===== src/design/dvru_pkg.sv =====
// ----------------------------------------------------------------------------
// Route update package
// Table sizing, result codes, register map and controller commands.
// ----------------------------------------------------------------------------
`default_nettype none

package dvru_pkg;

    localparam int TABLE_DEPTH = 16;
    localparam int IDX_W       = $clog2(TABLE_DEPTH);
    localparam int CNT_W       = $clog2(TABLE_DEPTH + 1);
    localparam int ADDR_W      = 3;
    localparam int DATA_W      = 32;

    // Register indexes, taken from paddr[2].
    localparam logic REG_OWN_ID = 1'b0;

    typedef enum logic [1:0] {
        ST_UNCHANGED = 2'd0,
        ST_IMPROVED  = 2'd1,
        ST_ADDED     = 2'd2,
        ST_DROPPED   = 2'd3
    } t_status;

    typedef struct packed {
        logic load;
        logic cmp;
        logic sel;
        logic upd;
    } t_cmd;

    function automatic logic [7:0] sat_inc(input logic [7:0] cost);
        sat_inc = (cost == 8'hFF) ? 8'hFF : cost + 8'd1;
    endfunction

    // Low four bits of a slot number, whatever the table depth.
    function automatic logic [3:0] to_index(input logic [IDX_W-1:0] slot);
        logic [IDX_W+3:0] wide;
        wide = (IDX_W + 4)'(slot);
        to_index = wide[3:0];
    endfunction

endpackage

`default_nettype wire


===== src/design/dvru_if.sv =====
// ----------------------------------------------------------------------------
// Route update channels
// Valid/ready channels for advertised entries and update results.
// ----------------------------------------------------------------------------
`default_nettype none

interface dvru_in_if;
    logic       valid;
    logic       ready;
    logic [7:0] source_id;
    logic [7:0] dest_id;
    logic [7:0] adv_cost;

    modport source (output valid, source_id, dest_id, adv_cost, input ready);
    modport sink   (input valid, source_id, dest_id, adv_cost, output ready);
endinterface

interface dvru_out_if;
    logic       valid;
    logic       ready;
    logic [1:0] status;
    logic [3:0] entry_index;
    logic [7:0] entry_cost;
    logic [7:0] entry_next_hop;

    modport source (output valid, status, entry_index, entry_cost, entry_next_hop,
                    input ready);
    modport sink   (input valid, status, entry_index, entry_cost, entry_next_hop,
                    output ready);
endinterface

`default_nettype wire


===== src/design/dvru_ctrl.sv =====
// ----------------------------------------------------------------------------
// Route update controller
// Sequences compare, select and update for one beat, and owns result valid.
// ----------------------------------------------------------------------------
`default_nettype none

module dvru_ctrl (
    input  logic              i_clk,
    input  logic              i_rst_n,
    input  logic              i_in_valid,
    output logic              o_in_ready,
    input  logic              i_out_ready,
    output logic              o_out_valid,
    output dvru_pkg::t_cmd    o_cmd
);

    typedef enum logic [3:0] {
        S_IDLE = 4'b0001,
        S_CMP  = 4'b0010,
        S_SEL  = 4'b0100,
        S_UPD  = 4'b1000
    } t_state;

    t_state         r_state;
    t_state         n_state;
    logic           r_out_valid;
    logic           n_out_valid;
    dvru_pkg::t_cmd cmd;

    always_comb begin
        n_state    = r_state;
        cmd        = '0;
        o_in_ready = 1'b0;
        unique case (r_state)
            S_IDLE: begin
                o_in_ready = 1'b1;
                if (i_in_valid) begin
                    cmd.load = 1'b1;
                    n_state  = S_CMP;
                end
            end
            S_CMP: begin
                cmd.cmp = 1'b1;
                n_state = S_SEL;
            end
            S_SEL: begin
                cmd.sel = 1'b1;
                n_state = S_UPD;
            end
            S_UPD: begin
                // The table is only touched once the result register can take the beat.
                if (!r_out_valid || i_out_ready) begin
                    cmd.upd = 1'b1;
                    n_state = S_IDLE;
                end
            end
            default: begin
                n_state = S_IDLE;
            end
        endcase
    end

    always_comb begin
        if (cmd.upd) begin
            n_out_valid = 1'b1;
        end else if (i_out_ready) begin
            n_out_valid = 1'b0;
        end else begin
            n_out_valid = r_out_valid;
        end
    end

    always_ff @(posedge i_clk) begin
        if (!i_rst_n) begin
            r_state     <= S_IDLE;
            r_out_valid <= 1'b0;
        end else begin
            r_state     <= n_state;
            r_out_valid <= n_out_valid;
        end
    end

    assign o_out_valid = r_out_valid;
    assign o_cmd       = cmd;

endmodule

`default_nettype wire


===== src/design/dvru_dpath.sv =====
// ----------------------------------------------------------------------------
// Route update datapath
// Route table, per-slot compare lanes, lowest-match select and result register.
// ----------------------------------------------------------------------------
`default_nettype none

module dvru_dpath (
    input  logic              i_clk,
    input  logic              i_rst_n,
    input  dvru_pkg::t_cmd    i_cmd,
    input  logic              i_seed,
    input  logic [7:0]        i_seed_id,
    input  logic [7:0]        i_source_id,
    input  logic [7:0]        i_dest_id,
    input  logic [7:0]        i_adv_cost,
    output logic [1:0]        o_status,
    output logic [3:0]        o_entry_index,
    output logic [7:0]        o_entry_cost,
    output logic [7:0]        o_entry_next_hop
);

    localparam int DEPTH = dvru_pkg::TABLE_DEPTH;
    localparam int IDX_W = dvru_pkg::IDX_W;
    localparam int CNT_W = dvru_pkg::CNT_W;

    // Route table
    logic [7:0]       r_dest [DEPTH];
    logic [7:0]       r_hop  [DEPTH];
    logic [7:0]       r_cost [DEPTH];
    logic [CNT_W-1:0] r_count;

    // Item being worked on
    logic [7:0]       r_src;
    logic [7:0]       r_dst;
    logic [7:0]       r_new_cost;
    logic [DEPTH-1:0] r_match;
    logic             r_found;
    logic [IDX_W-1:0] r_slot;
    logic [7:0]       r_cur_cost;
    logic [7:0]       r_cur_hop;

    // Result register
    dvru_pkg::t_status r_res_status;
    logic [3:0]        r_res_index;
    logic [7:0]        r_res_cost;
    logic [7:0]        r_res_hop;

    logic [DEPTH-1:0] low_match;
    logic [IDX_W-1:0] sel_slot;
    logic [7:0]       sel_cost;
    logic [7:0]       sel_hop;
    logic             improve;
    logic             add;
    logic             wr_en;
    logic [IDX_W-1:0] wr_slot;
    logic [7:0]       seed_val;

    always_ff @(posedge i_clk) begin
        if (i_cmd.load) begin
            r_src      <= i_source_id;
            r_dst      <= i_dest_id;
            r_new_cost <= dvru_pkg::sat_inc(i_adv_cost);
        end
    end

    // One compare lane per slot; slots at or above the fill count never match.
    always_ff @(posedge i_clk) begin
        if (i_cmd.cmp) begin
            for (int i = 0; i < DEPTH; i++) begin
                r_match[i] <= (r_dest[i] == r_dst) && (CNT_W'(i) < r_count);
            end
        end
    end

    // Isolate the lowest set match bit, then encode it and read that slot by AND-OR.
    always_comb begin
        low_match = r_match & (~r_match + DEPTH'(1));
        sel_slot  = '0;
        sel_cost  = '0;
        sel_hop   = '0;
        for (int i = 0; i < DEPTH; i++) begin
            sel_slot = sel_slot | ({IDX_W{low_match[i]}} & IDX_W'(i));
            sel_cost = sel_cost | ({8{low_match[i]}} & r_cost[i]);
            sel_hop  = sel_hop  | ({8{low_match[i]}} & r_hop[i]);
        end
    end

    always_ff @(posedge i_clk) begin
        if (i_cmd.sel) begin
            r_found    <= |r_match;
            r_slot     <= sel_slot;
            r_cur_cost <= sel_cost;
            r_cur_hop  <= sel_hop;
        end
    end

    assign improve  = r_found && (r_new_cost < r_cur_cost);
    assign add      = !r_found && (r_count != CNT_W'(DEPTH));
    assign wr_en    = i_cmd.upd && (improve || add);
    assign wr_slot  = r_found ? r_slot : r_count[IDX_W-1:0];
    assign seed_val = i_rst_n ? i_seed_id : 8'd0;

    // Slot 0 is seeded on reset and on an own-id write; the other slots start undefined.
    always_ff @(posedge i_clk) begin
        if (!i_rst_n || i_seed) begin
            r_dest[0] <= seed_val;
            r_hop[0]  <= seed_val;
            r_cost[0] <= 8'd0;
        end else if (wr_en) begin
            if (add) begin
                r_dest[wr_slot] <= r_dst;
            end
            r_cost[wr_slot] <= r_new_cost;
            r_hop[wr_slot]  <= r_src;
        end
    end

    always_ff @(posedge i_clk) begin
        if (!i_rst_n || i_seed) begin
            r_count <= CNT_W'(1);
        end else if (i_cmd.upd && add) begin
            r_count <= r_count + CNT_W'(1);
        end
    end

    always_ff @(posedge i_clk) begin
        if (i_cmd.upd) begin
            if (improve) begin
                r_res_status <= dvru_pkg::ST_IMPROVED;
                r_res_index  <= dvru_pkg::to_index(r_slot);
                r_res_cost   <= r_new_cost;
                r_res_hop    <= r_src;
            end else if (r_found) begin
                r_res_status <= dvru_pkg::ST_UNCHANGED;
                r_res_index  <= dvru_pkg::to_index(r_slot);
                r_res_cost   <= r_cur_cost;
                r_res_hop    <= r_cur_hop;
            end else if (add) begin
                r_res_status <= dvru_pkg::ST_ADDED;
                r_res_index  <= dvru_pkg::to_index(r_count[IDX_W-1:0]);
                r_res_cost   <= r_new_cost;
                r_res_hop    <= r_src;
            end else begin
                r_res_status <= dvru_pkg::ST_DROPPED;
                r_res_index  <= 4'd0;
                r_res_cost   <= 8'd0;
                r_res_hop    <= 8'd0;
            end
        end
    end

    assign o_status         = r_res_status;
    assign o_entry_index    = r_res_index;
    assign o_entry_cost     = r_res_cost;
    assign o_entry_next_hop = r_res_hop;

endmodule

`default_nettype wire


===== src/design/distance_vector_route_update.sv =====
// ----------------------------------------------------------------------------
// Distance-vector route update
// Route table that folds advertised entries in: improve, keep, append or drop.
//
//   Channel   Direction  Beat contents
//   i_adv     in         source_id, dest_id, adv_cost
//   o_res     out        status, entry_index, entry_cost, entry_next_hop
//   APB       in/out     own_id at byte address 0
//
// Each beat runs through accept, compare in every slot lane, pick the
// lowest matching slot and read it, then update the table and the result
// register. The update step waits while an earlier result is still held.
// Reset, and any write of own_id, leave slot 0 as the self entry with cost
// zero and a fill count of one; there is no clearing pass.
// ----------------------------------------------------------------------------
`default_nettype none

module distance_vector_route_update (
    input  logic                          i_clk,
    input  logic                          i_rst_n,
    dvru_in_if.sink                       i_adv,
    dvru_out_if.source                    o_res,
    input  logic                          psel,
    input  logic                          penable,
    input  logic                          pwrite,
    input  logic [dvru_pkg::ADDR_W-1:0]   paddr,
    input  logic [dvru_pkg::DATA_W-1:0]   pwdata,
    output logic [dvru_pkg::DATA_W-1:0]   prdata,
    output logic                          pready
);

    logic [7:0]     r_own_id;
    logic           own_wr;
    dvru_pkg::t_cmd cmd;

    assign pready = 1'b1;
    assign own_wr = psel && penable && pwrite && (paddr[2] == dvru_pkg::REG_OWN_ID);
    assign prdata = (paddr[2] == dvru_pkg::REG_OWN_ID)
                  ? {(dvru_pkg::DATA_W - 8)'(0), r_own_id} : '0;

    always_ff @(posedge i_clk) begin
        if (!i_rst_n) begin
            r_own_id <= 8'd0;
        end else if (own_wr) begin
            r_own_id <= pwdata[7:0];
        end
    end

    dvru_ctrl u_ctrl (
        .i_clk       (i_clk),
        .i_rst_n     (i_rst_n),
        .i_in_valid  (i_adv.valid),
        .o_in_ready  (i_adv.ready),
        .i_out_ready (o_res.ready),
        .o_out_valid (o_res.valid),
        .o_cmd       (cmd)
    );

    dvru_dpath u_dpath (
        .i_clk            (i_clk),
        .i_rst_n          (i_rst_n),
        .i_cmd            (cmd),
        .i_seed           (own_wr),
        .i_seed_id        (pwdata[7:0]),
        .i_source_id      (i_adv.source_id),
        .i_dest_id        (i_adv.dest_id),
        .i_adv_cost       (i_adv.adv_cost),
        .o_status         (o_res.status),
        .o_entry_index    (o_res.entry_index),
        .o_entry_cost     (o_res.entry_cost),
        .o_entry_next_hop (o_res.entry_next_hop)
    );

endmodule

`default_nettype wire


===== src/flat_wrapper.sv =====
// flat-port wrapper written by rule: the top's interface ports become plain ports
module distance_vector_route_update_flat 
  (i_clk, i_rst_n, psel, penable, pwrite, paddr, pwdata, prdata, pready, i_adv_valid, i_adv_source_id, i_adv_dest_id, i_adv_adv_cost, i_adv_ready, o_res_valid, o_res_status, o_res_entry_index, o_res_entry_cost, o_res_entry_next_hop, o_res_ready);
  dvru_in_if i_adv_i ();
  dvru_out_if o_res_i ();
  input  logic i_clk;
  input  logic i_rst_n;
  input  logic psel;
  input  logic penable;
  input  logic pwrite;
  input  logic [dvru_pkg::ADDR_W-1:0] paddr;
  input  logic [dvru_pkg::DATA_W-1:0] pwdata;
  output logic [dvru_pkg::DATA_W-1:0] prdata;
  output logic pready;
  input wire logic [$bits(i_adv_i.valid)-1:0] i_adv_valid;
  input wire logic [$bits(i_adv_i.source_id)-1:0] i_adv_source_id;
  input wire logic [$bits(i_adv_i.dest_id)-1:0] i_adv_dest_id;
  input wire logic [$bits(i_adv_i.adv_cost)-1:0] i_adv_adv_cost;
  output wire logic [$bits(i_adv_i.ready)-1:0] i_adv_ready;
  output wire logic [$bits(o_res_i.valid)-1:0] o_res_valid;
  output wire logic [$bits(o_res_i.status)-1:0] o_res_status;
  output wire logic [$bits(o_res_i.entry_index)-1:0] o_res_entry_index;
  output wire logic [$bits(o_res_i.entry_cost)-1:0] o_res_entry_cost;
  output wire logic [$bits(o_res_i.entry_next_hop)-1:0] o_res_entry_next_hop;
  input wire logic [$bits(o_res_i.ready)-1:0] o_res_ready;
  assign i_adv_i.valid = i_adv_valid;
  assign i_adv_i.source_id = i_adv_source_id;
  assign i_adv_i.dest_id = i_adv_dest_id;
  assign i_adv_i.adv_cost = i_adv_adv_cost;
  assign i_adv_ready = i_adv_i.ready;
  assign o_res_valid = o_res_i.valid;
  assign o_res_status = o_res_i.status;
  assign o_res_entry_index = o_res_i.entry_index;
  assign o_res_entry_cost = o_res_i.entry_cost;
  assign o_res_entry_next_hop = o_res_i.entry_next_hop;
  assign o_res_i.ready = o_res_ready;
  distance_vector_route_update u_core (.i_clk(i_clk), .i_rst_n(i_rst_n), .i_adv(i_adv_i), .o_res(o_res_i), .psel(psel), .penable(penable), .pwrite(pwrite), .paddr(paddr), .pwdata(pwdata), .prdata(prdata), .pready(pready));
endmodule

===== config.mk =====
export PLATFORM = sky130hd
export DESIGN_NAME = distance_vector_route_update_flat
export DESIGN_NICKNAME = d
export VERILOG_FILES = /design/src/design/dvru_pkg.sv /design/src/design/dvru_if.sv /design/src/design/dvru_ctrl.sv /design/src/design/dvru_dpath.sv /design/src/design/distance_vector_route_update.sv /design/src/flat_wrapper.sv
export SDC_FILE = /design/constraint.sdc
export NUM_CORES = 1
export LEC_CHECK = 0
export BUFFER_PORTS_ARGS = -buffer_cell sky130_fd_sc_hd__buf_2
export CAP_MARGIN = 20
export CORE_ASPECT_RATIO = 0.9
export CORE_MARGIN = 2
export CORE_UTILIZATION = 40
export DETAILED_ROUTE_END_ITERATION = 8
export GPL_TIMING_DRIVEN = 0
export PLACE_DENSITY = 0.56
export SETUP_SLACK_MARGIN = 0.3
export SLEW_MARGIN = 10
export SYNTH_ARGS = -nofsm -noshare
export SYNTH_HDL_FRONTEND = slang
export SYNTH_SLANG_ARGS = --single-unit

===== constraint.sdc =====
create_clock -name i_clk -period 4.85 [get_ports i_clk]
set_clock_uncertainty 0.15 [all_clocks]
set_input_delay 0.7275 -clock i_clk [delete_from_list [all_inputs] [get_ports i_clk]]
set_output_delay 0.7275 -clock i_clk [all_outputs]
set_load 0.02 [all_outputs]

==> results.sh, run 1 <==
export IMPL_hold_viol_final=0
export IMPL_p_leak_uw=0.007406
export IMPL_grt_pass1_vias=11620
export IMPL_diodes=0
export IMPL_drive_gt1_share_pct=14.71
export IMPL_cp_num_buf_inv=4
export IMPL_powerDensity_nw_per_um2=387.1
export IMPL_grt_max_degree=19
export IMPL_die_area_sq_um=51270
export IMPL_start_util_pct=40.35
export IMPL_slew_headroom_pct=28.13
export IMPL_synth_ff_type="edfxtp_1"
export IMPL_std_cell_rows=77
export IMPL_r2r_slack_ns=0.86
export IMPL_ys_ff_latch=485
export IMPL_crit_chain="clkbuf_1 > inv_1 > ha_1 > and4bb_2 > or2_2 > clkbuf_1 > nand2_1 > clkbuf_1 > a32o_1"
export IMPL_cts_buffers=50
export IMPL_crit_family="buffers and inverters"
export IMPL_num_vias=11890
export IMPL_portBuffers=71
export IMPL_clkTransAtPathRegs_ns=0.06
export IMPL_cpPeakStageDelay_ns=0.91
export IMPL_synth_area_sq_um=19790
export IMPL_overflow=0
export IMPL_dieWidth_um=238.5
export IMPL_clock_fmax_mhz=250.7
export IMPL_antenna_found_initial=0
export IMPL_worst_ep_required_time_ns=4.95
export IMPL_antenna_left=0
export IMPL_syn_inst=1324
export IMPL_grt_pass1_wl_mm=75.15
export IMPL_cts_root_buf="clkbuf_16"
export IMPL_cts_hold_buffers_added=0
export IMPL_status="finished, final reports clean"
export IMPL_dpl_cell_count=2073
export IMPL_routed_wl_mm=50.18
export IMPL_htreeDepth=2
export IMPL_grt_setup_unrepaired="no"
export IMPL_post_cts_resized=0
export IMPL_final_util_pct=46.70
export IMPL_seq_area_frac_synth_pct=72.69
export IMPL_hold_start="i_adv_source_id[5]"
export IMPL_vias_per_cell=5.483
export IMPL_final_net_count=1571
export IMPL_finalSetupViolations=0
export IMPL_dpl_cell_area_sq_um=21340
export IMPL_clkLatencyLatePin_ns=0.60
export IMPL_min_period_over_period_pct=82.26
export IMPL_rr_startpoint="u_core.u_dpath.r_count[1]"
export IMPL_drt_first_pass_iters=7
export IMPL_worstMarginPinSlew_ns=1.051
export IMPL_synth_edf_count=467
export IMPL_avgSynthCellArea_sq_um=14.95
export IMPL_peakVddDrop_uv=195.6
export IMPL_final_area_sq_um=22900
export IMPL_synthArstFlopShare_pct=0
export IMPL_wl_per_cell_um=23.15
export IMPL_end_kind="flop"
export IMPL_die_y_um=215.0
export IMPL_area_delta_synth_final_pct=15.72
export IMPL_drcViolationCount=0
export IMPL_drv_slew=0
export IMPL_ctsLongestPathBuffers=3
export IMPL_globalplace_congestion=0.8211
export IMPL_hpwl_mm=35.05
export IMPL_min_period_ns=3.989
export IMPL_n_fill_cell=4272
export IMPL_drtIter0Drc=1048
export IMPL_min_to="u_core.u_dpath.r_src[5]"
export IMPL_grt_util_all_layers_pct=19.69
export IMPL_critical_path_arrival_ns=4.09
export IMPL_critPathSlowestCell="a32o_1"
export IMPL_yosysUniqueCellTypes=63
export IMPL_critPathKind="reg2reg"
export IMPL_cts_tree="built"
export IMPL_maxCapViolCount=0
export IMPL_hold_path_depth=1
export IMPL_cts_sinks=485
export IMPL_min_path_type="in2reg"
export IMPL_io_pins=123
export IMPL_cp_max_fo=16
export IMPL_post_cts_buffers=0
export IMPL_ys_warn_count=0
export IMPL_stdcell_count=2168
export IMPL_reg2reg_depth=9
export IMPL_fp_coreArea_sq_um=49040
export IMPL_timing_rr_end="u_core.u_dpath.r_hop[2][5]"
export IMPL_start_kind="flop"
export IMPL_crit_top_cell="clkbuf_1"
==> sequential cells by signal, indices dropped and copies added, names as in the netlist, 16 cells and up <==
register,count
u_core.u_dpath.r_match,16
u_core.u_dpath.r_hop,128
u_core.u_dpath.r_cost,128
u_core.u_dpath.r_dest,128
==> where the power goes <==
part           internal [uW]  leakage (uW)  switching (uW)
clock                   2060      0.000746            1590
combinational            182       0.00239             360
sequential              4640       0.00426            32.1
total                   6880       0.00741            1980
==> layout by cell type, fill, tap and decap left out, types with 5 or more instances in the layout <==
master and n:
nor4_1 15, and3_1 14, conb_1 25, a21oi_1 31, clkbuf_16 52, clkbuf_1 84
a22oi_1 78, dfxtp_1 18, xnor2_1 84, nand2b_1 9, clkinv_2 6, o221ai_1 5
nand3_1 15, nand2_1 75, o21ai_0 57, buf_4 41, buf_6 5, nand4_1 24
buf_2 77, buf_1 7, a221oi_1 31, clkinv_1 9, a22o_1 19, nor3_1 12
o211ai_1 9, a32o_1 11, nor3_2 14, inv_1 21, a31oi_1 7, edfxtp_1 467
ha_1 10, nor2_1 58, xor2_1 50, nor2b_1 20
==> layout make-up <==
cell class                      count  area [sq um]  area share [%]
Timing Repair Buffer               96         576.8           2.519
Inverter                           21         78.83          0.3442
Multi-Input combinational cell    736          5011           21.88
Clock inverter                     21         150.1          0.6557
Buffer                            105         511.7           2.235
Sequential cell                   485         14380           62.81
Tap cell                          632         790.8           3.453
Clock buffer                       72          1396           6.098
==> logic make-up after synthesis <==
family                   share of synthesized area [%]
AND/OR/NAND/NOR                                  7.600
other                                          0.03795
adder cells (fa/ha/maj)                         0.6323
AO/OA/AOI/OAI                                    10.07
multiplexers                                   0.05690
buffers and inverters                            2.984
flip-flops                                       72.69
XOR/XNOR                                         5.931
==> cell usage after synthesis (all sizes together) (5+ instances only) <==
library cell,instances,area share (%)
a21oi,31,0.78
a221oi,31,1.4
a22o,19,0.84
a22oi,78,3.0
a31oi,7,0.22
a32o,11,0.56
and3,14,0.44
buf,39,1.3
clkbuf,66,1.3
dfxtp,18,1.8
edfxtp,467,71
ha,10,0.63
inv,21,0.40
nand2,75,1.4
nand2b,9,0.28
nand3,15,0.38
nand4,24,0.76
nor2,60,1.2
nor2b,20,0.63
nor3,27,0.71
nor4,17,0.64
nor4b,7,0.37
o211ai,9,0.34
o21ai,59,1.5
o221ai,5,0.22
xnor2,84,3.7
xor2,50,2.2
==> how the worst max path moves through the flow <==
stage / end / startpoint / cells past startpoint
final: u_core.u_dpath.r_hop[2][5] / u_core.u_dpath.r_count[1] / 9
after global routing: u_core.u_dpath.r_hop[2][5] / u_core.u_dpath.r_count[1] / 9
after CTS: u_core.u_dpath.r_hop[1][5] / u_core.u_dpath.r_count[1] / 9
after detailed placement: u_core.u_dpath.r_hop[9][5] / paddr[2] / 6
after global placement: u_core.u_ctrl.r_state[0] / u_core.u_ctrl.r_state[0] / 3
after floorplan: u_core.u_dpath.r_cost[0][0] / u_core.u_ctrl.r_state[0] / 6
==> per-layer routing <==
| layer | up-vias | global-route usage (%) | part of all wire [%] | wire (um) |
|---|---|---|---|---|
| met3 | 60 | 3.134 | 6.2 | 3093 |
| met1 | 5975 | 29.31 | 47 | 23570 |
| met4 | 0 | 5.229 | 1.8 | 895 |
| li1 | 5433 | - | - | - |
| met5 | - | 0 | 0 | 0 |
| met2 | 419 | 30.08 | 45 | 22620 |
==> through the flow <==
stage                     power (uW)  setup WS [ns]  hold slack, ns  setup TNS [ns]
after floorplan                 5098         0.8799          0.2818               0
after global placement          5289        -0.5608          0.2899          -26.17
after detailed placement        5305         0.8033          0.2986               0
after CTS                       8935         0.8489          0.1261               0
after global routing            9154         0.6085          0.1476               0
final                           8864         0.8605          0.1558               0
(Power assumes the default switching activity.)
==> run 2, diff against run 1 <==
==> constraint.sdc (replaced) <==
create_clock -name i_clk -period 3.7 [get_ports i_clk]
set_clock_uncertainty 0.15 [all_clocks]
set_input_delay 0.555 -clock i_clk [delete_from_list [all_inputs] [get_ports i_clk]]
set_output_delay 0.555 -clock i_clk [all_outputs]
set_load 0.02 [all_outputs]
==> results.sh, run 2 (synthesized netlist as in run 1, its figures left out) <==
export IMPL_status="finished, final reports clean"
export IMPL_drt_first_pass_iters=5
export IMPL_grt_setup_unrepaired="yes"
export IMPL_antenna_left=0
export IMPL_p_leak_uw=0.007856
export IMPL_cp_max_fo=10
export IMPL_vias_per_cell=5.432
export IMPL_cts_root_buf="clkbuf_16"
export IMPL_worst_ep_required_time_ns=3.75
export IMPL_dieWidth_um=238.5
export IMPL_min_period_ns=3.371
export IMPL_holdWs_ns=0.02688
export IMPL_stdcell_count=2221
export IMPL_clkTransAtPathRegs_ns=0.06
export IMPL_final_area_sq_um=23720
export IMPL_wl_per_cell_um=22.70
export IMPL_die_area_sq_um=51270
export IMPL_crit_chain="clkbuf_1 > buf_1 > a21oi_1 > nor2_1 > nand2_1 > o21ai_0"
export IMPL_overflow=0
export IMPL_grt_pass1_wl_mm=75.14
export IMPL_grt_pass1_vias=11610
export IMPL_final_cell_mix="467 x edfxtp_1, 84 x xnor2_1, 80 x buf_4"
export IMPL_slew_headroom_pct=24.21
export IMPL_io_pins=123
export IMPL_antenna_found_initial=0
export IMPL_hpwl_mm=34.65
export IMPL_area_delta_synth_final_pct=19.84
export IMPL_std_cell_rows=77
export IMPL_powerDensity_nw_per_um2=506.1
export IMPL_cpPeakStageDelay_ns=0.89
export IMPL_start_kind="flop"
export IMPL_drtIter0Drc=1190
export IMPL_routed_wl_mm=50.41
export IMPL_cts_buffers=50
export IMPL_final_net_count=1623
export IMPL_largestRegisters="u_core.u_dpath.r_cost (128), u_core.u_dpath.r_dest (128), u_core.u_dpath.r_hop (128)"
export IMPL_finalSetupViolations=0
export IMPL_dpl_cell_area_sq_um=21330
export IMPL_drcViolationCount=0
export IMPL_min_period_over_period_pct=91.12
export IMPL_maxCapViolCount=0
export IMPL_peakVddDrop_uv=273.0
export IMPL_cts_sinks=485
export IMPL_seqPwrFrac_pct=51.1
export IMPL_hold_viol_final=0
export IMPL_end_kind="flop"
export IMPL_ctsLongestPathBuffers=3
export IMPL_globalplace_congestion=0.7960
export IMPL_clkLatencyLatePin_ns=0.59
export IMPL_clock_fmax_mhz=296.6
export IMPL_dpl_cell_count=2074
export IMPL_p_total_uw=12000
export IMPL_cts_tree="built"
export IMPL_worstMarginPinSlew_ns=1.125
export IMPL_clkPwrFrac_pct=42.8
export IMPL_critPathKind="reg2reg"
export IMPL_die_y_um=215.0
export IMPL_start_util_pct=40.35
export IMPL_final_util_pct=48.36
export IMPL_drv_slew=0
export IMPL_power_share_switching_pct=21.81
export IMPL_cell_internal_pwr_uw=9384
export IMPL_p_switching_uw=2618
export IMPL_n_fill_cell=4211
export IMPL_critical_path_arrival_ns=3.42
export IMPL_drive_gt1_share_pct=20.15
export IMPL_critPathSlowestCell="o21ai_0"
export IMPL_p_comb_share_pct=6.1
export IMPL_htreeDepth=2
export IMPL_grt_util_all_layers_pct=19.73
export IMPL_portBuffers=71
export IMPL_fp_coreArea_sq_um=49040
export IMPL_num_vias=12060
export IMPL_grt_max_degree=19
export IMPL_min_path_type="in2reg"
export IMPL_final_common_cell="edfxtp_1"
run 2: metal layers:
metal / vias up / global-route usage, % / part of all wire (%)
met4: 0 / 5.063 / 2.1
met2: 411 / 29.81 / 45
met3: 56 / 3.597 / 6.1
li1: 5529 / - / -
met1: 6068 / 29.43 / 47
met5: - / 0 / 0
run 2: layout make-up:
| class | instances | area (sq um) | share of cell area (%) |
|---|---|---|---|
| Clock inverter | 31 | 344.1 | 1.451 |
| Tap cell | 632 | 790.8 | 3.334 |
| Inverter | 21 | 78.83 | 0.3324 |
| Timing Repair Buffer | 148 | 1032 | 4.353 |
| Clock buffer | 62 | 1328 | 5.598 |
| Antenna cell | 1 | 2.502 | 0.01055 |
| Multi-Input combinational cell | 736 | 5239 | 22.09 |
| Buffer | 105 | 516.7 | 2.179 |
| Sequential cell | 485 | 14380 | 60.65 |
run 2: path summary, 6_finish.rpt:
| check | cells after the start | end | slack, ns | startpoint |
|---|---|---|---|---|
| min | 1 | u_core.u_dpath.r_src[3] | 0.03 | i_adv_source_id[3] |
| max | 6 | u_core.u_dpath.r_dest[0][2] | 0.33 | u_core.u_dpath.r_found |
| min reg2reg | 2 | u_core.r_own_id[3] | 0.30 | u_core.r_own_id[3] |
| max reg2reg | 6 | u_core.u_dpath.r_dest[0][2] | 0.33 | u_core.u_dpath.r_found |
run 2: power by group through the flow:
stage / Combinational [uW] / Sequential, uW / Clock, uW
CTS: 734 / 6130 / 5220
floorplan: 451 / 6230 / 0
global route: 801 / 6130 / 5430
detailed placement: 712 / 6240 / 0
global placement: 685 / 6250 / 0
finish: 737 / 6130 / 5140
run 2: timing repair:
action,4_1_cts,5_1_grt
pin swaps,5,6
gates resized for setup,45,28
setup endpoints to repair,631,456
buffers inserted,5,32
hold endpoints to repair,15,0
hold buffers,15,0
run 2: per-stage QoR:
| stage | TNS [ns] | setup WS, ns |
|---|---|---|
| after global routing | 0 | 0.1839 |
| after CTS | 0 | 0.2596 |
| after detailed placement | -12.46 | -0.1872 |
| final | 0 | 0.3285 |
| after floorplan | 0 | 0.1341 |
| after global placement | -279.66 | -1.909 |
run 2: worst max-delay path: cells and delay by family, from the launching register on:
family                 cells  cell delay (ns)
buffers and inverters      2             0.83
and+or+nand+nor            2             0.34
AOI/OAI and AO/OA          2             1.31
DFF                        1             0.33
